===== src/design/thq_pkg.sv =====
// Shared types and constants of the terrain height query block.
// No dependencies; imported by every module of the block.
package thq_pkg;

	// Fixed field widths.
	localparam int FRAC_BITS = 16;
	localparam int IDX_BITS  = 12;
	localparam int FQ_DEPTH  = 4;
	localparam int FQ_PTR_W  = 2;
	localparam logic [23:0] OUT_MAX = 24'hFFFFFF;

	// Register reset values.
	localparam logic [8:0]  RST_COLUMNS   = 9'd256;
	localparam logic [8:0]  RST_ROWS      = 9'd256;
	localparam logic [15:0] RST_POLY_SIZE = 16'd256;
	localparam logic [15:0] RST_AMPLIFIER = 16'd256;

	typedef enum logic {
		ACT_WRITE = 1'b0,
		ACT_QUERY = 1'b1
	} action_t;

	typedef enum logic [1:0] {
		CFG_COLUMNS   = 2'd0,
		CFG_ROWS      = 2'd1,
		CFG_POLY_SIZE = 2'd2,
		CFG_AMPLIFIER = 2'd3
	} cfg_idx_t;

	typedef struct packed {
		logic [8:0]  grid_columns;
		logic [8:0]  grid_rows;
		logic [15:0] polygon_size;
		logic [15:0] amplifier;
	} cfg_t;

	// Classified transaction handed from the front part to the back part.
	// For a write, in_range means the sample lies inside the store.
	typedef struct packed {
		logic                 query;
		logic                 in_range;
		logic [IDX_BITS-1:0]  col;
		logic [IDX_BITS-1:0]  row;
		logic [7:0]           height;
		logic [FRAC_BITS-1:0] fx;
		logic [FRAC_BITS-1:0] fz;
	} fq_item_t;

endpackage


===== src/design/thq_fifo.sv =====
// Short queue between the front and back parts of the block.
// Depends on thq_pkg.
module thq_fifo import thq_pkg::*; (
	input  logic     clk,
	input  logic     arst_n,
	input  logic     push,
	input  fq_item_t push_item,
	output logic     full,
	input  logic     pop,
	output logic     not_empty,
	output fq_item_t head
);

	fq_item_t              ent_q [FQ_DEPTH];
	logic [FQ_PTR_W-1:0]   wp_q;
	logic [FQ_PTR_W-1:0]   rp_q;
	logic [FQ_PTR_W:0]     cnt_q;

	assign full      = (cnt_q == (FQ_PTR_W+1)'(FQ_DEPTH));
	assign not_empty = (cnt_q != '0);
	assign head      = ent_q[rp_q];

	// Pointers and fill count.
	always_ff @(posedge clk or negedge arst_n) begin
		if (!arst_n) begin
			wp_q  <= '0;
			rp_q  <= '0;
			cnt_q <= '0;
		end else begin
			if (push) begin
				wp_q <= wp_q + 1'b1;
			end
			if (pop) begin
				rp_q <= rp_q + 1'b1;
			end
			cnt_q <= cnt_q + (FQ_PTR_W+1)'(push) - (FQ_PTR_W+1)'(pop);
		end
	end

	// Entry storage.
	always_ff @(posedge clk) begin
		if (push) begin
			ent_q[wp_q] <= push_item;
		end
	end

endmodule


===== config.mk =====
export PLATFORM = sky130hd
export DESIGN_NAME = thq_fifo
export DESIGN_NICKNAME = d
export VERILOG_FILES = /design/src/design/thq_pkg.sv /design/src/design/thq_fifo.sv
export SDC_FILE = /design/constraint.sdc
export NUM_CORES = 1
export LEC_CHECK = 0
export BUFFER_PORTS_ARGS = -buffer_cell sky130_fd_sc_hd__buf_4
export CAP_MARGIN = 20
export CORE_MARGIN = 2
export CORE_UTILIZATION = 50
export DETAILED_ROUTE_END_ITERATION = 8
export PLACE_DENSITY = 0.71
export SKIP_CTS_REPAIR_TIMING = 1
export SYNTH_ARGS = -nofsm -noshare
export SYNTH_HDL_FRONTEND = slang
export SYNTH_SLANG_ARGS = --single-unit

===== constraint.sdc =====
create_clock -name clk -period 2.8 [get_ports clk]
set_input_delay 0.42 -clock clk [delete_from_list [all_inputs] [get_ports clk]]
set_output_delay 0.42 -clock clk [all_outputs]
set_load 0.1 [all_outputs]

Word level (Yosys, flattened, before mapping). Memory sizes are Yosys's and may differ from the RTL's. Cells that the tools add are included.

Add/subtract/negate cells: 4. Eq/ne operators: 1. Muxes and demuxes: 2. Reductions and logical operators: 1.

Operators by type and width (count): 2-bit by 1-bit adder with 2-bit output (second input constant) (2); 3-bit by 1-bit adder with 3-bit output (1); 3-bit == test (second input constant) (1); 3-bit nonzero test (1); 3-bit by 1-bit subtractor with 3-bit output (1); 1-bit 2-to-1 mux (2).

Flip-flop bits (word level): 7. Memory bits (writable): 264. Output and inout port bits: 68. Logic and storage cells: 12. Memories: 1.

Memories: ent_q (words 4, bits a word 66, rd ports 1, clocked after memory_dff 0, wr ports 1, RTL line thq_fifo.sv:14) `fq_item_t ent_q [FQ_DEPTH];`.

Longest topological paths before layout.
Depth in word-level cells: 2. Mapped depth: 6. Mapped depth without buffers: 6.

Worst setup path after synthesis. OpenSTA, ideal clock, no wires.

Kind: register -> register. From: register wp_q[0]. To: memory ent_q[0][0] (netlist bit) (enable). Setup time: 0.431 ns. Data arrival time: 2.171 ns. Data required time: 2.369 ns. Setup slack: 0.198 ns. Cell stages (with the launch flop): 4. Path buffers: 0. Cell sequence: dfrtp_1 > inv_1 > ha_1 > and2_1.

RTL lines: start, declared (RTL line thq_fifo.sv:15) `logic [FQ_PTR_W-1:0] wp_q;`; start signal, assigned (RTL line thq_fifo.sv:31) `wp_q <= wp_q + 1'b1;`; end, declared (RTL line thq_fifo.sv:14).

No word-level cell before the write port.

==> summary.txt <==
STA
  – Clock skew: around 6.7 ps
  – Slack of the critical path: about 160 ps
  – Max Clock Freq: around 0.38 GHz
  – Slew Viols, Final: 0
  – RSZ-0062 raised after global routing: no
  – Slew @ Worst Pin: between 500 and 600 ps
  – Fin crit share: 94.5%
  – Max-Slew Margin vs Limit: 64.7%
  – Endpoints failing hold: 0
  – Final min period: 2640 ps
  – Setup-failing EPs final: 0
  – Setup_tns: 0 ps

Route
  – First-pass DRT Iterations: 6
  – Average routed wire per standard cell: 21.1 um
  – Top Layer Used: met4
  – Final wirelength: about 17 mm
  – Met2 WL post-DR: 8.56 mm
  – WL met3: 969 um
  – Routed vias/inst: 5.32
  – Via count: 4386
  – Final ANT Viol Nets: 0
  – Initial DRC count: 310
  – Post-Route M1 WL: 7.40 mm
  – DRC viols: 0

Die
  – Die area: 21000 sq um
  – Die W: 145 um
  – Die H: 145 um
  – IO Count: 138
  – Initial Util: 51.0%
  – Core footprint: 19500 sq um
  – Number of placement rows: 51

Layout
  – Layout area overhead: 22.8%
  – Final #Nets: between 600 and 700
  – Core Util, Final: 62.7%
  – Most common cell after layout, fill and taps aside: edfxtp_1
  – Share of layout cells above drive strength 1: 45.9%
  – Final std cells w/o fill: 824
  – Commonest non-fill, non-tap cells in the layout: edfxtp_1, buf_4, mux4_2, clkbuf_16, buf_12

Critical path
  – Worst EP required: 2380 ps
  – Reg2reg setup slack: 1070 ps
  – Worst Reg-to-Reg Cells: 4
  – R2r startpoint: wp_q[0]$_DFFE_PN0P_
  – Critical path endpoint category: primary output
  – Kind of critical path: reg -> out
  – Worst r2r dst: ent_q[2][32]$_DFFE_PP_
  – Maximum fanout along the worst path: 23
  – Worst Setup Start Kind: flop
  – Worst EP arrival: 2220 ps

Clocking
  – Clk Latency, worst-skew pair: 510 ps
  – CTS clk-pin slew, worst paths: 60 ps
  – Clk buf depth: 3
  – Clock sink count: ~270
  – Root Buffer: clkbuf_16
  – H-tree depth: 1
  – TritonCTS clock tree: yes
  – CTS Buf Count: 27

Place
  – Placed cells: 777
  – Hpwl dp: ~11 mm
  – PortBufs: 137
  – Routability cong.: 0.699
  – Worst slack, placed: about 670 ps

GRT
  – GRT Total Usage: ~17%
  – Vias in the first global route: 4727
  – First-pass GRT wire length: ~27 mm
  – Initial antenna violation count: 1
  – Final global-route overflow total: 0
  – Largest net degree at the start of global routing: 46

Synthesis
  – Mapped Nets: 456
  – FFs w/ async S/R, synth: 2.58%
  – EDFF count, synth: 264
  – Number of library cell types mapped by synthesis: 18
  – Synthesized instance count: 379
  – Post-synth top flop: edfxtp_1
  – #FFs+latches synth: 271
  – Syn avg cell area: 26.2 sq um
  – Synth warn: 0
  – Synthesized cell area: about 9900 sq um
  – Post-synthesis sequential area ratio: 81.6%

Outcome
  – Status: completed

Min path
  – Hold path cells: 1
  – Worst Hold Class: in -> reg
  – Worst Hold Path EP: ent_q[3][65]$_DFFE_PP_
  – HP Start: push_item[65]

Flow run
  – Max-cap violation count: 0
[layout make-up]
cell class	count	area, sq um
Antenna cell	1	2.50
Tap cell	265	332
Clock inverter	11	128
Timing Repair Buffer	149	1220
Fill cell	1318	7260
Multi-Input combinational cell	87	1690
Clock buffer	34	702
Inverter	6	22.5
Sequential cell	271	8110
[cells in the mapped netlist (3+ instances only)]
cell type | count | area [sq um]
inv_1 | 6 | 22.5
buf_2 | 4 | 20.0
mux4_2 | 66 | 1490
ha_1 | 6 | 75.1
xor2_1 | 3 | 26.3
and2_1 | 4 | 25.0
buf_4 | 4 | 30.0
edfxtp_1 | 264 | 7930
buf_12 | 3 | 60.1
buf_1 | 3 | 11.3
dfrtp_1 | 7 | 175
[flip-flops by register name (all words and copies together) (netlist names)]
signal,cells
wp_q,2
ent_q,264
rp_q,2
cnt_q,3
[routing by layer]
metal | track usage [%] | vias to the layer above
li1 | - | 1945
met1 | 22.4 | 2274
met2 | 27.7 | 132
met3 | 3.43 | 35
met4 | 5.79 | 0
met5 | 0 | -
[worst max-delay path, stage by stage, from the launching register on]
cell     delay, ps
dfrtp_4        610
buf_12         260
mux4_2         550
buf_4          250
[worst max path at each step]
stage	start	endpoint	cells after the start
global route	rp_q[0]$_DFFE_PN0P_	head[16]	3
global placement	rp_q[0]$_DFFE_PN0P_	head[26]	3
detailed placement	rp_q[0]$_DFFE_PN0P_	head[18]	3
finish	rp_q[0]$_DFFE_PN0P_	head[16]	3
CTS	rp_q[0]$_DFFE_PN0P_	head[16]	3
floorplan	wp_q[0]$_DFFE_PN0P_	ent_q[0][0]$_DFFE_PP_	3
[through the flow]
step                instance area, sq um  hold slack (ps)
floorplan                           9930              124
global placement                   11400              242
detailed placement                 11400              247
CTS                                12200             -312
global route                       12200             79.2
finish                             12200              101
[logic make-up (layout without fill, tap and decap cells)]
logic type	after synthesis	after routing	share of synthesized area (%)
buffers and inverters	21	200	1.56
multiplexers	66	66	15.0
other	0	1	0
flip-flops	271	271	81.6
AND/OR/NAND/NOR	8	8	0.454
adder cells (fa/ha/maj)	7	7	0.957
XOR/XNOR	5	5	0.441
AO/OA/AOI/OAI	1	1	0.0503
Power is not shown: default switching activity piles up to over one toggle a cycle in this logic, so the estimate is an artifact.
